<file path="src/hw/rtl/assert_macros.svh">
// Assertion macros shared by the lexer RTL.
`ifndef ASSERT_MACROS_SVH
`define ASSERT_MACROS_SVH

// Checked on every rising edge of clk while reset is low.
`define CSL_ASSERT(lbl, prop, msg) \
  lbl: assert property (@(posedge clk) disable iff (rst) prop) else $error(msg);

// Checked on every rising edge of clk, reset cycles included.
`define CSL_ASSERT_ALWAYS(lbl, prop, msg) \
  lbl: assert property (@(posedge clk) prop) else $error(msg);

`endif

</file>
<file path="src/hw/rtl/csl_pkg.sv">
// Shared types, codes and character tables of the C subset lexer.
package csl_pkg;

  localparam int MAX_IDENT_LEN = 32;

  localparam logic [30:0] NUM_MAX  = 31'h7FFF_FFFF;
  localparam logic [15:0] LINE_MAX = 16'hFFFF;

  typedef enum logic [2:0] {
    KIND_NUM     = 3'd0,
    KIND_CHUNK   = 3'd1,
    KIND_KEYWORD = 3'd2,
    KIND_PUNCT   = 3'd3,
    KIND_ERROR   = 3'd4,
    KIND_END     = 3'd5
  } csl_kind_t;

  typedef enum logic [4:0] {
    MODE_IDLE  = 5'b00001,
    MODE_NUM   = 5'b00010,
    MODE_IDENT = 5'b00100,
    MODE_EQ    = 5'b01000,
    MODE_OR    = 5'b10000
  } csl_mode_t;

  // Punctuator codes.
  localparam logic [7:0] P_LPAREN = 8'd0;
  localparam logic [7:0] P_RPAREN = 8'd1;
  localparam logic [7:0] P_LBRACE = 8'd2;
  localparam logic [7:0] P_RBRACE = 8'd3;
  localparam logic [7:0] P_EQEQ   = 8'd4;
  localparam logic [7:0] P_ASSIGN = 8'd5;
  localparam logic [7:0] P_BAR    = 8'd6;
  localparam logic [7:0] P_OROR   = 8'd7;
  localparam logic [7:0] P_SEMI   = 8'd8;
  localparam logic [7:0] P_PLUS   = 8'd9;
  localparam logic [7:0] P_MINUS  = 8'd10;
  localparam logic [7:0] P_COMMA  = 8'd11;

  // Characters with a role of their own.
  localparam logic [7:0] CH_NL     = 8'h0A;
  localparam logic [7:0] CH_TAB    = 8'h09;
  localparam logic [7:0] CH_CR     = 8'h0D;
  localparam logic [7:0] CH_SPACE  = 8'h20;
  localparam logic [7:0] CH_ZERO   = 8'h30;
  localparam logic [7:0] CH_NINE   = 8'h39;
  localparam logic [7:0] CH_EQ     = 8'h3D;
  localparam logic [7:0] CH_BAR    = 8'h7C;
  localparam logic [7:0] CH_UNDER  = 8'h5F;
  localparam logic [7:0] CH_LPAREN = 8'h28;
  localparam logic [7:0] CH_RPAREN = 8'h29;
  localparam logic [7:0] CH_LBRACE = 8'h7B;
  localparam logic [7:0] CH_RBRACE = 8'h7D;
  localparam logic [7:0] CH_SEMI   = 8'h3B;
  localparam logic [7:0] CH_PLUS   = 8'h2B;
  localparam logic [7:0] CH_MINUS  = 8'h2D;
  localparam logic [7:0] CH_COMMA  = 8'h2C;

  // Keywords in code order, first character in the low byte.
  localparam int KW_COUNT = 6;
  localparam logic [47:0] KW_TEXT [KW_COUNT] = '{
    48'h0000_6575_7274,  // true
    48'h0065_736C_6166,  // false
    48'h6E72_7574_6572,  // return
    48'h0000_0074_6E69,  // int
    48'h0000_0000_6669,  // if
    48'h0000_6573_6C65   // else
  };
  localparam logic [2:0] KW_LEN [KW_COUNT] = '{3'd4, 3'd5, 3'd6, 3'd3, 3'd2, 3'd4};

  // One result that stands alone (not part of a chunk run).
  typedef struct packed {
    logic        valid;
    csl_kind_t   kind;
    logic [7:0]  code;
    logic [30:0] num;
  } csl_tok_t;

  typedef struct packed {
    logic       hit;
    logic [7:0] code;
  } csl_punct_t;

  function automatic csl_punct_t single_punct(input logic [7:0] c);
    csl_punct_t r;
    r.hit  = 1'b1;
    r.code = P_LPAREN;
    unique case (c)
      CH_LPAREN: r.code = P_LPAREN;
      CH_RPAREN: r.code = P_RPAREN;
      CH_LBRACE: r.code = P_LBRACE;
      CH_RBRACE: r.code = P_RBRACE;
      CH_SEMI:   r.code = P_SEMI;
      CH_PLUS:   r.code = P_PLUS;
      CH_MINUS:  r.code = P_MINUS;
      CH_COMMA:  r.code = P_COMMA;
      default:   r.hit  = 1'b0;
    endcase
    return r;
  endfunction

endpackage

</file>
<file path="src/hw/rtl/csl_scan.sv">
// Input register, scanner state and per-character tokenizing logic.
module csl_scan #(
  parameter int MAX_LEN = csl_pkg::MAX_IDENT_LEN,
  parameter int LEN_W   = $clog2(MAX_LEN + 1),
  parameter int CHUNKS  = (MAX_LEN + 7) / 8,
  parameter int CNT_W   = $clog2(CHUNKS + 1)
) (
  input  logic                     clk,
  input  logic                     rst,
  input  logic                     in_valid,
  output logic                     in_stall,
  input  logic [7:0]               char_code,
  input  logic                     end_of_text,
  output logic                     job_valid,
  input  logic                     job_ready,
  output csl_pkg::csl_tok_t        job_head,
  output csl_pkg::csl_tok_t        job_tail,
  output logic [CNT_W-1:0]         job_cnt,
  output logic [CHUNKS*64-1:0]     job_data,
  output logic [LEN_W-1:0]         job_len,
  output logic [15:0]              job_line
);

  localparam int IDX_W = $clog2(MAX_LEN);

  logic                in_full;
  logic [7:0]          in_char;
  logic                in_eot;
  logic                advance;

  csl_pkg::csl_mode_t  mode, mode_next;
  logic [30:0]         accum, accum_next;
  logic [LEN_W-1:0]    len, len_next;
  logic [15:0]         line, line_next;
  logic                halted, halted_next;
  logic [7:0]          ident_buf [MAX_LEN];

  logic                wr_en;
  logic [IDX_W-1:0]    wr_idx;
  logic                do_flush;
  logic                is_digit, is_alpha, is_ident_start, is_ident_char, is_space;
  logic [34:0]         prod;
  logic                kw_hit;
  logic [7:0]          kw_code;
  logic [LEN_W:0]      cnt_sum;
  logic [CHUNKS*64-1:0] masked;
  csl_pkg::csl_punct_t punct;

  assign in_stall = in_full && !job_ready;
  assign advance  = in_full && job_ready;

  always_ff @(posedge clk) begin
    if (rst) begin
      in_full <= 1'b0;
    end else if (in_valid && !in_stall) begin
      in_full <= 1'b1;
    end else if (advance) begin
      in_full <= 1'b0;
    end
    if (in_valid && !in_stall) begin
      in_char <= char_code;
      in_eot  <= end_of_text;
    end
  end

  // Character classes.
  always_comb begin
    is_digit       = (in_char >= csl_pkg::CH_ZERO) && (in_char <= csl_pkg::CH_NINE);
    is_alpha       = ((in_char >= 8'h61) && (in_char <= 8'h7A)) ||
                     ((in_char >= 8'h41) && (in_char <= 8'h5A));
    is_ident_start = is_alpha || (in_char == csl_pkg::CH_UNDER);
    is_ident_char  = is_ident_start || is_digit;
    is_space       = (in_char == csl_pkg::CH_SPACE) ||
                     ((in_char >= csl_pkg::CH_TAB) && (in_char <= csl_pkg::CH_CR));
    punct          = csl_pkg::single_punct(in_char);
  end

  // accum * 10 + digit, kept wide enough to see the overflow.
  assign prod = ({4'd0, accum} << 3) + ({4'd0, accum} << 1) +
                {27'd0, in_char - csl_pkg::CH_ZERO};

  // Keyword match over the first six buffered characters.
  always_comb begin
    kw_hit  = 1'b0;
    kw_code = 8'd0;
    for (int k = 0; k < csl_pkg::KW_COUNT; k++) begin
      logic eq;
      eq = (len == LEN_W'(csl_pkg::KW_LEN[k]));
      for (int i = 0; i < 6; i++) begin
        if (i < int'(csl_pkg::KW_LEN[k]) && ident_buf[i] != csl_pkg::KW_TEXT[k][i*8 +: 8]) begin
          eq = 1'b0;
        end
      end
      if (eq && !kw_hit) begin
        kw_hit  = 1'b1;
        kw_code = 8'(k);
      end
    end
  end

  // Bytes past the identifier's length are stale and must read as zero.
  always_comb begin
    masked = '0;
    for (int i = 0; i < MAX_LEN; i++) begin
      masked[i*8 +: 8] = (LEN_W'(i) < len) ? ident_buf[i] : 8'd0;
    end
  end

  assign cnt_sum = {1'b0, len} + (LEN_W + 1)'(7);

  always_comb begin
    mode_next   = mode;
    accum_next  = accum;
    len_next    = len;
    line_next   = line;
    halted_next = halted;
    wr_en       = 1'b0;
    wr_idx      = len[IDX_W-1:0];
    do_flush    = 1'b0;
    job_head    = '0;
    job_tail    = '0;
    job_cnt     = '0;

    if (in_eot) begin
      do_flush      = !halted;
      job_tail.valid = 1'b1;
      job_tail.kind  = csl_pkg::KIND_END;
      mode_next     = csl_pkg::MODE_IDLE;
      accum_next    = '0;
      len_next      = '0;
      line_next     = 16'd1;
      halted_next   = 1'b0;
    end else if (halted) begin
      // Everything up to the end of text is dropped.
    end else if (mode == csl_pkg::MODE_EQ && in_char == csl_pkg::CH_EQ) begin
      job_head.valid = 1'b1;
      job_head.kind  = csl_pkg::KIND_PUNCT;
      job_head.code  = csl_pkg::P_EQEQ;
      mode_next      = csl_pkg::MODE_IDLE;
    end else if (mode == csl_pkg::MODE_OR && in_char == csl_pkg::CH_BAR) begin
      job_head.valid = 1'b1;
      job_head.kind  = csl_pkg::KIND_PUNCT;
      job_head.code  = csl_pkg::P_OROR;
      mode_next      = csl_pkg::MODE_IDLE;
    end else if (mode == csl_pkg::MODE_NUM && is_digit) begin
      accum_next = (prod > {4'd0, csl_pkg::NUM_MAX}) ? csl_pkg::NUM_MAX : prod[30:0];
    end else if (mode == csl_pkg::MODE_IDENT && is_ident_char) begin
      if (len >= LEN_W'(MAX_LEN)) begin
        job_tail.valid = 1'b1;
        job_tail.kind  = csl_pkg::KIND_ERROR;
        job_tail.code  = in_char;
        mode_next      = csl_pkg::MODE_IDLE;
        len_next       = '0;
        accum_next     = '0;
        halted_next    = 1'b1;
      end else begin
        wr_en    = 1'b1;
        len_next = len + LEN_W'(1);
      end
    end else begin
      do_flush  = 1'b1;
      mode_next = csl_pkg::MODE_IDLE;
      if (in_char == csl_pkg::CH_NL) begin
        if (line != csl_pkg::LINE_MAX) begin
          line_next = line + 16'd1;
        end
      end else if (is_space) begin
        // Skipped.
      end else if (is_digit) begin
        mode_next  = csl_pkg::MODE_NUM;
        accum_next = {23'd0, in_char - csl_pkg::CH_ZERO};
      end else if (is_ident_start) begin
        mode_next = csl_pkg::MODE_IDENT;
        wr_en     = 1'b1;
        wr_idx    = '0;
        len_next  = LEN_W'(1);
      end else if (in_char == csl_pkg::CH_EQ) begin
        mode_next = csl_pkg::MODE_EQ;
      end else if (in_char == csl_pkg::CH_BAR) begin
        mode_next = csl_pkg::MODE_OR;
      end else if (punct.hit) begin
        job_tail.valid = 1'b1;
        job_tail.kind  = csl_pkg::KIND_PUNCT;
        job_tail.code  = punct.code;
      end else begin
        job_tail.valid = 1'b1;
        job_tail.kind  = csl_pkg::KIND_ERROR;
        job_tail.code  = in_char;
        accum_next     = '0;
        len_next       = '0;
        halted_next    = 1'b1;
      end
    end

    // The pending token goes out ahead of anything this character adds.
    if (do_flush) begin
      unique case (mode)
        csl_pkg::MODE_NUM: begin
          job_head.valid = 1'b1;
          job_head.kind  = csl_pkg::KIND_NUM;
          job_head.num   = accum;
        end
        csl_pkg::MODE_IDENT: begin
          if (kw_hit) begin
            job_head.valid = 1'b1;
            job_head.kind  = csl_pkg::KIND_KEYWORD;
            job_head.code  = kw_code;
          end else begin
            job_cnt = CNT_W'(cnt_sum >> 3);
          end
        end
        csl_pkg::MODE_EQ: begin
          job_head.valid = 1'b1;
          job_head.kind  = csl_pkg::KIND_PUNCT;
          job_head.code  = csl_pkg::P_ASSIGN;
        end
        csl_pkg::MODE_OR: begin
          job_head.valid = 1'b1;
          job_head.kind  = csl_pkg::KIND_PUNCT;
          job_head.code  = csl_pkg::P_BAR;
        end
        csl_pkg::MODE_IDLE: begin
        end
        default: begin
        end
      endcase
    end
  end

  assign job_data  = masked;
  assign job_len   = len;
  assign job_line  = line;
  assign job_valid = in_full && (job_head.valid || job_tail.valid || (job_cnt != '0));

  always_ff @(posedge clk) begin
    if (rst) begin
      mode   <= csl_pkg::MODE_IDLE;
      accum  <= '0;
      len    <= '0;
      line   <= 16'd1;
      halted <= 1'b0;
    end else if (advance) begin
      mode   <= mode_next;
      accum  <= accum_next;
      len    <= len_next;
      line   <= line_next;
      halted <= halted_next;
    end
  end

  always_ff @(posedge clk) begin
    if (advance && wr_en) begin
      ident_buf[wr_idx] <= in_char;
    end
  end

endmodule

</file>
<file path="src/hw/rtl/csl_emit.sv">
// Result queue slot and output register; sends one result per transfer.
module csl_emit #(
  parameter int MAX_LEN = csl_pkg::MAX_IDENT_LEN,
  parameter int LEN_W   = $clog2(MAX_LEN + 1),
  parameter int CHUNKS  = (MAX_LEN + 7) / 8,
  parameter int CNT_W   = $clog2(CHUNKS + 1)
) (
  input  logic                     clk,
  input  logic                     rst,
  input  logic                     job_valid,
  output logic                     job_ready,
  input  csl_pkg::csl_tok_t        job_head,
  input  csl_pkg::csl_tok_t        job_tail,
  input  logic [CNT_W-1:0]         job_cnt,
  input  logic [CHUNKS*64-1:0]     job_data,
  input  logic [LEN_W-1:0]         job_len,
  input  logic [15:0]              job_line,
  output logic                     out_valid,
  input  logic                     out_stall,
  output logic [2:0]               token_kind,
  output logic [7:0]               token_code,
  output logic [30:0]              number_value,
  output logic [63:0]              text_chunk,
  output logic [LEN_W-1:0]         text_length,
  output logic                     chunk_last,
  output logic [15:0]              line_number
);

  csl_pkg::csl_tok_t     head, tail;
  logic [CNT_W-1:0]      cnt;
  logic [CHUNKS*64-1:0]  data;
  logic [LEN_W-1:0]      len;
  logic [15:0]           line;

  logic busy, out_free, emit, last_piece;

  assign busy     = head.valid || tail.valid || (cnt != '0);
  assign out_free = !out_valid || !out_stall;
  assign emit     = busy && out_free;

  always_comb begin
    if (head.valid) begin
      last_piece = (cnt == '0) && !tail.valid;
    end else if (cnt != '0) begin
      last_piece = (cnt == CNT_W'(1)) && !tail.valid;
    end else begin
      last_piece = 1'b1;
    end
  end

  assign job_ready = !busy || (emit && last_piece);

  always_ff @(posedge clk) begin
    if (rst) begin
      head.valid <= 1'b0;
      tail.valid <= 1'b0;
      cnt        <= '0;
    end else if (job_valid && job_ready) begin
      head <= job_head;
      tail <= job_tail;
      cnt  <= job_cnt;
      data <= job_data;
      len  <= job_len;
      line <= job_line;
    end else if (emit) begin
      if (head.valid) begin
        head.valid <= 1'b0;
      end else if (cnt != '0) begin
        cnt  <= cnt - CNT_W'(1);
        data <= data >> 64;
      end else begin
        tail.valid <= 1'b0;
      end
    end
  end

  always_ff @(posedge clk) begin
    if (rst) begin
      out_valid <= 1'b0;
    end else if (emit) begin
      out_valid <= 1'b1;
    end else if (out_valid && !out_stall) begin
      out_valid <= 1'b0;
    end
    if (emit) begin
      line_number <= line;
      if (head.valid || cnt == '0) begin
        token_kind   <= head.valid ? head.kind : tail.kind;
        token_code   <= head.valid ? head.code : tail.code;
        number_value <= head.valid ? head.num : tail.num;
        text_chunk   <= '0;
        text_length  <= '0;
        chunk_last   <= 1'b0;
      end else begin
        token_kind   <= csl_pkg::KIND_CHUNK;
        token_code   <= '0;
        number_value <= '0;
        text_chunk   <= data[63:0];
        text_length  <= len;
        chunk_last   <= (cnt == CNT_W'(1));
      end
    end
  end

endmodule

</file>
<file path="src/hw/rtl/c_subset_lexer.sv">
// Top level of the C subset lexer: one character in, tokens out.
// Path: a character sits in the input register, its results in the queue slot, then out.
// Throughput: one character per cycle while each gives at most one result and out_stall
// is low; one that gives more (identifier chunk runs) holds the input until all are sent.
// Reset: synchronous rst empties all three stages, sets line 1 and leaves the scanner idle.
`include "assert_macros.svh"

module c_subset_lexer #(
  parameter int MAX_IDENT_LEN = csl_pkg::MAX_IDENT_LEN,
  parameter int LEN_W         = $clog2(MAX_IDENT_LEN + 1)
) (
  input  logic              clk,
  input  logic              rst,
  input  logic              in_valid,
  output logic              in_stall,
  input  logic [7:0]        char_code,
  input  logic              end_of_text,
  output logic              out_valid,
  input  logic              out_stall,
  output logic [2:0]        token_kind,
  output logic [7:0]        token_code,
  output logic [30:0]       number_value,
  output logic [63:0]       text_chunk,
  output logic [LEN_W-1:0]  text_length,
  output logic              chunk_last,
  output logic [15:0]       line_number
);

  localparam int CHUNKS = (MAX_IDENT_LEN + 7) / 8;
  localparam int CNT_W  = $clog2(CHUNKS + 1);

  logic                    job_valid, job_ready;
  csl_pkg::csl_tok_t       job_head, job_tail;
  logic [CNT_W-1:0]        job_cnt;
  logic [CHUNKS*64-1:0]    job_data;
  logic [LEN_W-1:0]        job_len;
  logic [15:0]             job_line;

  csl_scan #(
    .MAX_LEN (MAX_IDENT_LEN),
    .LEN_W   (LEN_W),
    .CHUNKS  (CHUNKS),
    .CNT_W   (CNT_W)
  ) u_scan (
    .clk         (clk),
    .rst         (rst),
    .in_valid    (in_valid),
    .in_stall    (in_stall),
    .char_code   (char_code),
    .end_of_text (end_of_text),
    .job_valid   (job_valid),
    .job_ready   (job_ready),
    .job_head    (job_head),
    .job_tail    (job_tail),
    .job_cnt     (job_cnt),
    .job_data    (job_data),
    .job_len     (job_len),
    .job_line    (job_line)
  );

  csl_emit #(
    .MAX_LEN (MAX_IDENT_LEN),
    .LEN_W   (LEN_W),
    .CHUNKS  (CHUNKS),
    .CNT_W   (CNT_W)
  ) u_emit (
    .clk          (clk),
    .rst          (rst),
    .job_valid    (job_valid),
    .job_ready    (job_ready),
    .job_head     (job_head),
    .job_tail     (job_tail),
    .job_cnt      (job_cnt),
    .job_data     (job_data),
    .job_len      (job_len),
    .job_line     (job_line),
    .out_valid    (out_valid),
    .out_stall    (out_stall),
    .token_kind   (token_kind),
    .token_code   (token_code),
    .number_value (number_value),
    .text_chunk   (text_chunk),
    .text_length  (text_length),
    .chunk_last   (chunk_last),
    .line_number  (line_number)
  );

  `CSL_ASSERT(a_last_only_chunk, out_valid && chunk_last |-> token_kind == csl_pkg::KIND_CHUNK, "chunk_last set on a result that is not a chunk")
  `CSL_ASSERT(a_line_nonzero, out_valid |-> line_number != 16'd0, "result carries line zero")
  `CSL_ASSERT(a_chunk_len, out_valid && token_kind == csl_pkg::KIND_CHUNK |-> text_length != '0, "chunk result with zero length")
  `CSL_ASSERT_ALWAYS(a_reset_empty, $past(rst) |-> !out_valid && !job_valid, "pipeline not empty after reset")

endmodule
</file>
<file path="config.mk">
export PLATFORM = sky130hd
export DESIGN_NAME = c_subset_lexer
export DESIGN_NICKNAME = d
export VERILOG_FILES = /design/src/hw/rtl/csl_pkg.sv /design/src/hw/rtl/csl_scan.sv /design/src/hw/rtl/csl_emit.sv /design/src/hw/rtl/c_subset_lexer.sv
export VERILOG_INCLUDE_DIRS = /design/src /design/src/hw/rtl
export SDC_FILE = /design/constraint.sdc
export NUM_CORES = 1
export LEC_CHECK = 0
export BUFFER_PORTS_ARGS = -buffer_cell sky130_fd_sc_hd__buf_2
export CAP_MARGIN = 15
export CORE_MARGIN = 2
export CORE_UTILIZATION = 50
export CTS_CLUSTER_DIAMETER = 200
export CTS_CLUSTER_SIZE = 8
export DETAILED_ROUTE_END_ITERATION = 12
export PLACE_DENSITY = 0.64
export RECOVER_POWER = 25
export SYNTH_ARGS = -nofsm -noshare
export SYNTH_HDL_FRONTEND = slang
export SYNTH_SLANG_ARGS = --single-unit
</file>
<file path="constraint.sdc">
create_clock -name clk -period 20.7 [get_ports clk]
set_input_delay 1.035 -clock clk [delete_from_list [all_inputs] [get_ports clk]]
set_output_delay 1.035 -clock clk [all_outputs]
set_load 0.05 [all_outputs]
</file>
# Word level (Yosys, flattened, before mapping)
# Memory sizes are Yosys's and may differ from the RTL's.
# Index checks and enable logic that the tools add are counted.
# totals
ff_bits,535
latch_bits,0
mem_bits_rw,256
romBits,0
in_bits,13
output_inout_bits,131
memories,1
# mem_list
name,words,width,read_ports,rd_ports_with_merged_regs,write_ports,line_no,source
u_scan.ident_buf,32,8,32,0,1,csl_scan.sv:36,logic [7:0] ident_buf [MAX_LEN];
# classes
add_sub_neg,7
multipliers,0
n_div,0
n_lt_le_gt_ge,42
n_eq_ne,67
shift,0
muxes,210
bitwise_logic,1
reduce_logical,69
# ops
op,count
2-to-1 mux 256 bit,4
2-to-1 mux 31 bit,16
2-to-1 mux 8 bit,33
2-to-1 mux 12 bit,17
inequality test 8 x 7 -> 1 bit (second input constant),21
2-to-1 mux 16 bit,8
2-to-1 mux 5 bit,23
less-than comparator 5 x 6 -> 1 bit (first input constant),16
2-to-1 mux 6 bit,14
2-to-1 mux 1 bit,77
== test 8 x 6 -> 1 bit (second input constant),8
less-than comparator 4 x 6 -> 1 bit (first input constant),8
2-to-1 mux 43 bit,1
adder 34 x 32 -> 35 bit,1
adder 35 x 8 -> 35 bit,1
> comparator 35 x 31 -> 1 bit (second input constant),1
== test 8 x 7 -> 1 bit (second input constant),4
2-to-1 mux 3 bit,10
case mux 4 bit (7 select lines),1
logical AND 1 bit,24
less-than comparator 3 x 6 -> 1 bit (first input constant),4
case mux 8 bit (3 select lines),1
AND reduction 11 bit,2
inequality test 5 x 3 -> 1 bit (second input constant),4
48 further kinds,97

# Longest topological paths before layout
# An unclocked memory read counts as a cell.
# logic_depth
depth_word,31
depth_mapped,16
ltp_nobuf,14

# Cells and area by module
# A second synthesis with hierarchy kept.
# unflattened
cells_unflattened,2483
hier_area_um2,36302.3
# by_module_without_submodules
mod,instances,cells_per_inst,area_per_inst_um2,seq_area_each_um2
csl_emit,1,960,19351.1,14864.3
csl_scan,1,1523,16951.3,9158.8

# Worst setup path after synthesis
# No wires, ideal clock.
# synth_path
path_kind,reg-to-reg
startpoint,register u_scan.in_char[4]
endpoint,"register u_emit.data[0], enable pin"
setup_ns,0.959
t_arrival_ns,15.537
required_ns,19.741
path_slack_ns,4.204
stages_incl_launch_ff,14
synth_period_minus_slack_ns,16.496
path_cell_list,edfxtp_1 > ha_1 > buf_2 > nor4bb_1 > and4_1 > nor3_1 > o211ai_2 > a21oi_1 > a2111oi_4 > a31o_1 > buf_4 > buf_6 > buf_6 > a21oi_1
# synth_between
elab_chain_cells,20
word_cells_on_any_way,60
cone_classes,order compare (8); eq/ne (6); mux (26); reduce/logical (20)
# synth_lines
item,line_no,source
start: declaration,csl_scan.sv:27,logic [7:0] in_char;
start signal: assignment,csl_scan.sv:61,in_char <= char_code;
"greater-or-equal comparator 8 x 7 -> 1 bit, or another cell as far along",csl_scan.sv:69,is_alpha = ((in_char >= 8'h61) && (in_char <= 8'h7A)) ||
logical AND 1 bit (on tied branches),"csl_scan.sv:69, csl_scan.sv:70",
logical OR 1 bit,csl_scan.sv:69,
logical OR 1 bit,csl_scan.sv:71,is_ident_start = is_alpha || (in_char == csl_pkg::CH_UNDER);
2-to-1 mux 12 bit,csl_scan.sv:172,end else if (is_ident_start) begin
2-to-1 mux 12 bit,csl_scan.sv:169,end else if (is_digit) begin
2-to-1 mux 12 bit,csl_scan.sv:167,end else if (is_space) begin
2-to-1 mux 12 bit,csl_scan.sv:163,if (in_char == csl_pkg::CH_NL) begin
[... 4 more ...],-,
2-to-1 mux 12 bit,csl_scan.sv:133,end else if (halted) begin
2-to-1 mux 4 bit,csl_scan.sv:124,if (in_eot) begin
logical OR 1 bit,csl_scan.sv:233,assign job_valid = in_full && (job_head.valid || job_tail.valid || (job_cnt != '0));
logical OR 1 bit *,csl_scan.sv:233,
logical AND 1 bit *,csl_scan.sv:233,
logical AND 1 bit *,csl_emit.sv:58,end else if (job_valid && job_ready) begin
inequality test 2 bit (no line) / nonzero test 2 bit (equally long branches),-,
AND reduction 4 bit (no line) *,-,
end signal: assignment,csl_emit.sv:62,data <= job_data;
end signal: assignment,csl_emit.sv:70,data <= data >> 64;
end: declaration,csl_emit.sv:31,logic [CHUNKS*64-1:0] data;
# Every way passes the cells marked *; elsewhere a longest branch is shown, timed or not.
# A chain may end at the register's enable or synchronous reset.

# Worst setup path after layout
# layout_path
startpoint,register u_scan.in_char[2]
endpoint,register u_emit.data[77] (data pin)
# layout_between
elab_chain_cells,19
word_cells_on_any_way,57
cone_classes,order compare (8); eq/ne (5); mux (27); reduce/logical (17)
# layout_lines
item,line_no,source
"greater-or-equal comparator 8 x 7 -> 1 bit, or another cell as far along",csl_scan.sv:69,
logical AND 1 bit (on tied branches),"csl_scan.sv:69, csl_scan.sv:70",
logical OR 1 bit,csl_scan.sv:69,
logical OR 1 bit,csl_scan.sv:71,
2-to-1 mux 12 bit,csl_scan.sv:172,
2-to-1 mux 12 bit,csl_scan.sv:169,
2-to-1 mux 12 bit,csl_scan.sv:167,
2-to-1 mux 12 bit,csl_scan.sv:163,
[... 3 more ...],-,
2-to-1 mux 12 bit,csl_scan.sv:135,end else if (mode == csl_pkg::MODE_EQ && in_char == csl_pkg::CH_EQ) begin
2-to-1 mux 12 bit,csl_scan.sv:133,
2-to-1 mux 4 bit,csl_scan.sv:124,
logical OR 1 bit,csl_scan.sv:233,
logical OR 1 bit *,csl_scan.sv:233,
logical AND 1 bit *,csl_scan.sv:233,
logical AND 1 bit *,csl_emit.sv:58,
2-to-1 mux 256 bit *,csl_emit.sv:58,
# Marks and branches as above.

==> reports/metrics.csv <==
stage,metric,value,unit
status,run status,"complete, but fails checks",
status,failing checks,"capacitance limit, slew limit",
drt,WL/cell,23.3,microns
critical_path,crit-path cells,clkbuf_1 -> o21ai_0 -> o21ai_0 -> o211a_4 -> o21a_4 -> o22ai_2 -> a2111oi_4 -> a31o_4 -> buf_4 -> buf_4 -> o2bb2ai_1,
layout,fin area,0.0382,sq mm
sta,Setup Viol. Count Final,0,
critical_path,CP startpoint kind,register,
layout,Fill cells,5280,
drt,Initial DRT Pass Iterations,7,
yosys,Post-synth ARST share,0,%
clock_network,H-Tree Level Count,3,
placed_design,DP Area,0.0352,sq mm
power_and_ir_drop,Psw,1.65,mW
drt,post-route antenna net violation count,0,
clock_network,"Reg clk slew, reported paths",0.05,ns
clock_network,TritonCTS buffer count,108,
power_and_ir_drop,PD cells,132,mW/mm^2
floorplanning,core area,0.0669,sq mm
yosys,Synth Area per Inst,13.9,sq um
yosys,Mapped Area,0.0337,sq mm
clock_network,CTS tree,built,
yosys,Syn Inst Count,2433,
yosys,register area share after synthesis,68.0,%
global_route,largest net degree at the start of global routing,112,
layout,Area Growth Syn to Fin,13.3,%
clock_network,Sink Count,785,
floorplanning,die height,264,microns
worst_hold_path,hold path startpoint,u_emit.line[4],
yosys,Synth cell types,87,
sta,final hold vios,0,
clock_network,Post-CTS Setup Bufs,0,
yosys,area share of the largest cell type after synthesis,64.0,%
clock_network,clk buf depth,3,
placed_design,Detail Placement HPWL,51.5,mm
sta,crit share post-route,37.5,%
sta,worst hold margin,0.418,ns
power_and_ir_drop,Leakage,13.5,nW
sta,clk_skew,0.0312,ns
floorplanning,chip width,264,microns
power_and_ir_drop,Pint,3.41,mW
layout,Final #Nets,2672,
clock_network,CTS resizes,0,
sta,unrepaired setup endpoints after global routing,no,
layout,ant diodes,0,
sta,Worst-Margin Slew,3.43,ns
critical_path,worst-path fanout max,69,
power_and_ir_drop,maximum vdd ir drop,0.0853,mV
critical_path,Setup crit start,u_scan.in_char[2],
job,Max-Cap Viols,11,
critical_path,"Worst Path Class, Setup",register to register,
layout,Final Non-Filler Cells,3498,
layout,proportion of layout cells with a drive suffix above 1,12.2,%
drt,drt via density,6.06,
layout,final design utilization,57.1,%
drt,DRC violations left,0,
yosys,"EDFF count, synth",719,
floorplanning,IO Pins,144,
critical_path,WP data arrival,8.26,ns
placed_design,DP Worst Slack,14.73,ns
sta,max-slew violation count,511,
critical_path,RR Startpoint,u_scan.in_char[2],
sta,setup_tns,0,ns
yosys,Yosys top cell by area,edfxtp_1,
power_and_ir_drop,Reg power frac,46.1,%
yosys,syn_nets,2522,
floorplanning,Initial Utilization,50.4,%
sta,PnR worst setup slack,12.94,ns
critical_path,CP max stage cell,clkbuf_1,
yosys,Synth Flop Type,edfxtp_1,
global_route,vias in the first global route,20700,
yosys,Synth area leaders,"edfxtp_1 64%, o2bb2ai_1 4.6%, dfxtp_1 3.9%",
power_and_ir_drop,Sw Ratio,32.6,%
placed_design,Placed Instances,3344,
clock_network,Worst-Skew Late Latency,0.67,ns
critical_path,Setup crit end kind,register,
critical_path,required time of the worst setup path,21.19,ns
sta,Max Clk Rate,129,MHz
yosys,warnings from Yosys,0,
global_route,Overflow after GRT,0,
drt,final WL,81.4,mm
floorplanning,Die ar.,0.0695,sq mm
yosys,Seq cells post-synth,785,
critical_path,"slowest stage delay, CP",2.41,ns
drt,DRT iter0 DRCs,1943,
clock_network,Clk Tree Root Cell,clkbuf_16,
drt,Vias,21200,
power_and_ir_drop,"Power, Total",5.06,mW
worst_hold_path,hold crit path type,register to register,
clock_network,cts hold-fix bufs,0,
placed_design,Port Buffer Count,143,
placed_design,final estimated routing congestion in global placement,0.879,
sta,slew margin rel.,-129,%
floorplanning,row count,95,
global_route,antenna violations before repair,1,
global_route,gr usage total,23.3,%
global_route,first-pass GRT wire length,125,mm
power_and_ir_drop,clock share of power,31.1,%
power_and_ir_drop,Comb pwr share,22.8,%
sta,Period minus WS final,7.76,ns
[layer usage]
metal / up-vias / share of wire (%) / global-route usage (%)
met5: - / 0.014 / 0
met4: 2 / 2.1 / 6.72
met3: 117 / 7.4 / 4.05
met2: 850 / 46 / 36.4
met1: 10500 / 44 / 33.7
li1: 9754 / - / -
[cells in the mapped netlist (all sizes together) (11+ instances only)]
master / instances
edfxtp: 719
o2bb2ai: 178
nand3: 162
and3: 122
nor2: 121
and2: 106
nand2: 95
clkbuf: 89
a21oi: 76
ha: 70
dfxtp: 66
nand3b: 63
buf: 58
o21ai: 55
inv: 45
nor3: 37
xor2: 23
a221o: 22
nand4: 22
xnor2: 22
a22o: 20
nor4: 18
nor2b: 17
a211oi: 15
a21o: 11
o21a: 11
[registers in the layout (all words and copies together), names as in the netlist, 12 cells and up]
name and flops:
u_emit.line_number 16, u_scan.accum 31, u_emit.head 37, u_emit.data 256, u_emit.number_value 31, u_emit.tail 12
u_scan.ident_buf 256, u_scan.job_line 16, u_emit.text_chunk 64, u_emit.line 16
[layout make-up]
class	instances	area (sq um)	share of cell area, %
flip-flops and latches	785	22900	60.0
repair buffers	187	1020	2.66
clock buffers	144	2840	7.43
inverters	46	173	0.452
multi-input cells	1455	10000	26.2
clock inverters	8	153	0.400
well taps	873	1090	2.86
[logic make-up after synthesis]
logic type,share of synthesized area [%]
buf+inv,2.62
mux,0.364
xor+xnor,1.17
simple gates,13.7
fa+ha+maj,2.95
flops,68.0
compound gates,11.3
[placed cells by master, fill, tap and decap left out, drive strengths merged, types with 48 or more instances in the layout]
master	synthesis	layout
nand3b	63	63
dfxtp	66	66
inv	45	48
buf	58	170
a21oi	76	76
nor2	121	121
edfxtp	719	719
o2bb2ai	178	178
ha	70	70
nand2	95	95
and3	122	122
o21ai	55	55
clkbuf	89	161
nand3	162	162
and2	106	106
[critical path, delay by kind of cell (launching register included)]
family	cells	cell delay (ns)
AO/OA/AOI/OAI	8	3.25
buffers and inverters	3	3.89
flip-flops	1	0.32
[power by group through the flow]
| stage | Combinational, mW | Sequential (mW) | Clock (mW) |
|---|---|---|---|
| after global routing | 1.22 | 2.36 | 1.67 |
| after CTS | 1.16 | 2.33 | 1.60 |
| final | 1.15 | 2.33 | 1.57 |
| after floorplan | 0.406 | 2.87 | 0 |
| after global placement | 1.14 | 2.35 | 0 |
| after detailed placement | 1.16 | 2.35 | 0 |
[worst paths after layout]
path / end / slack [ns] / depth (start not counted)
setup / recovery: u_emit.data[77] / 12.94 / 11
hold reg to reg: u_emit.line_number[4] / 0.42 / 0
hold / removal: u_emit.line_number[4] / 0.42 / 0
setup reg to reg: u_emit.data[77] / 12.94 / 11
Power figures use the tool's default switching activity.
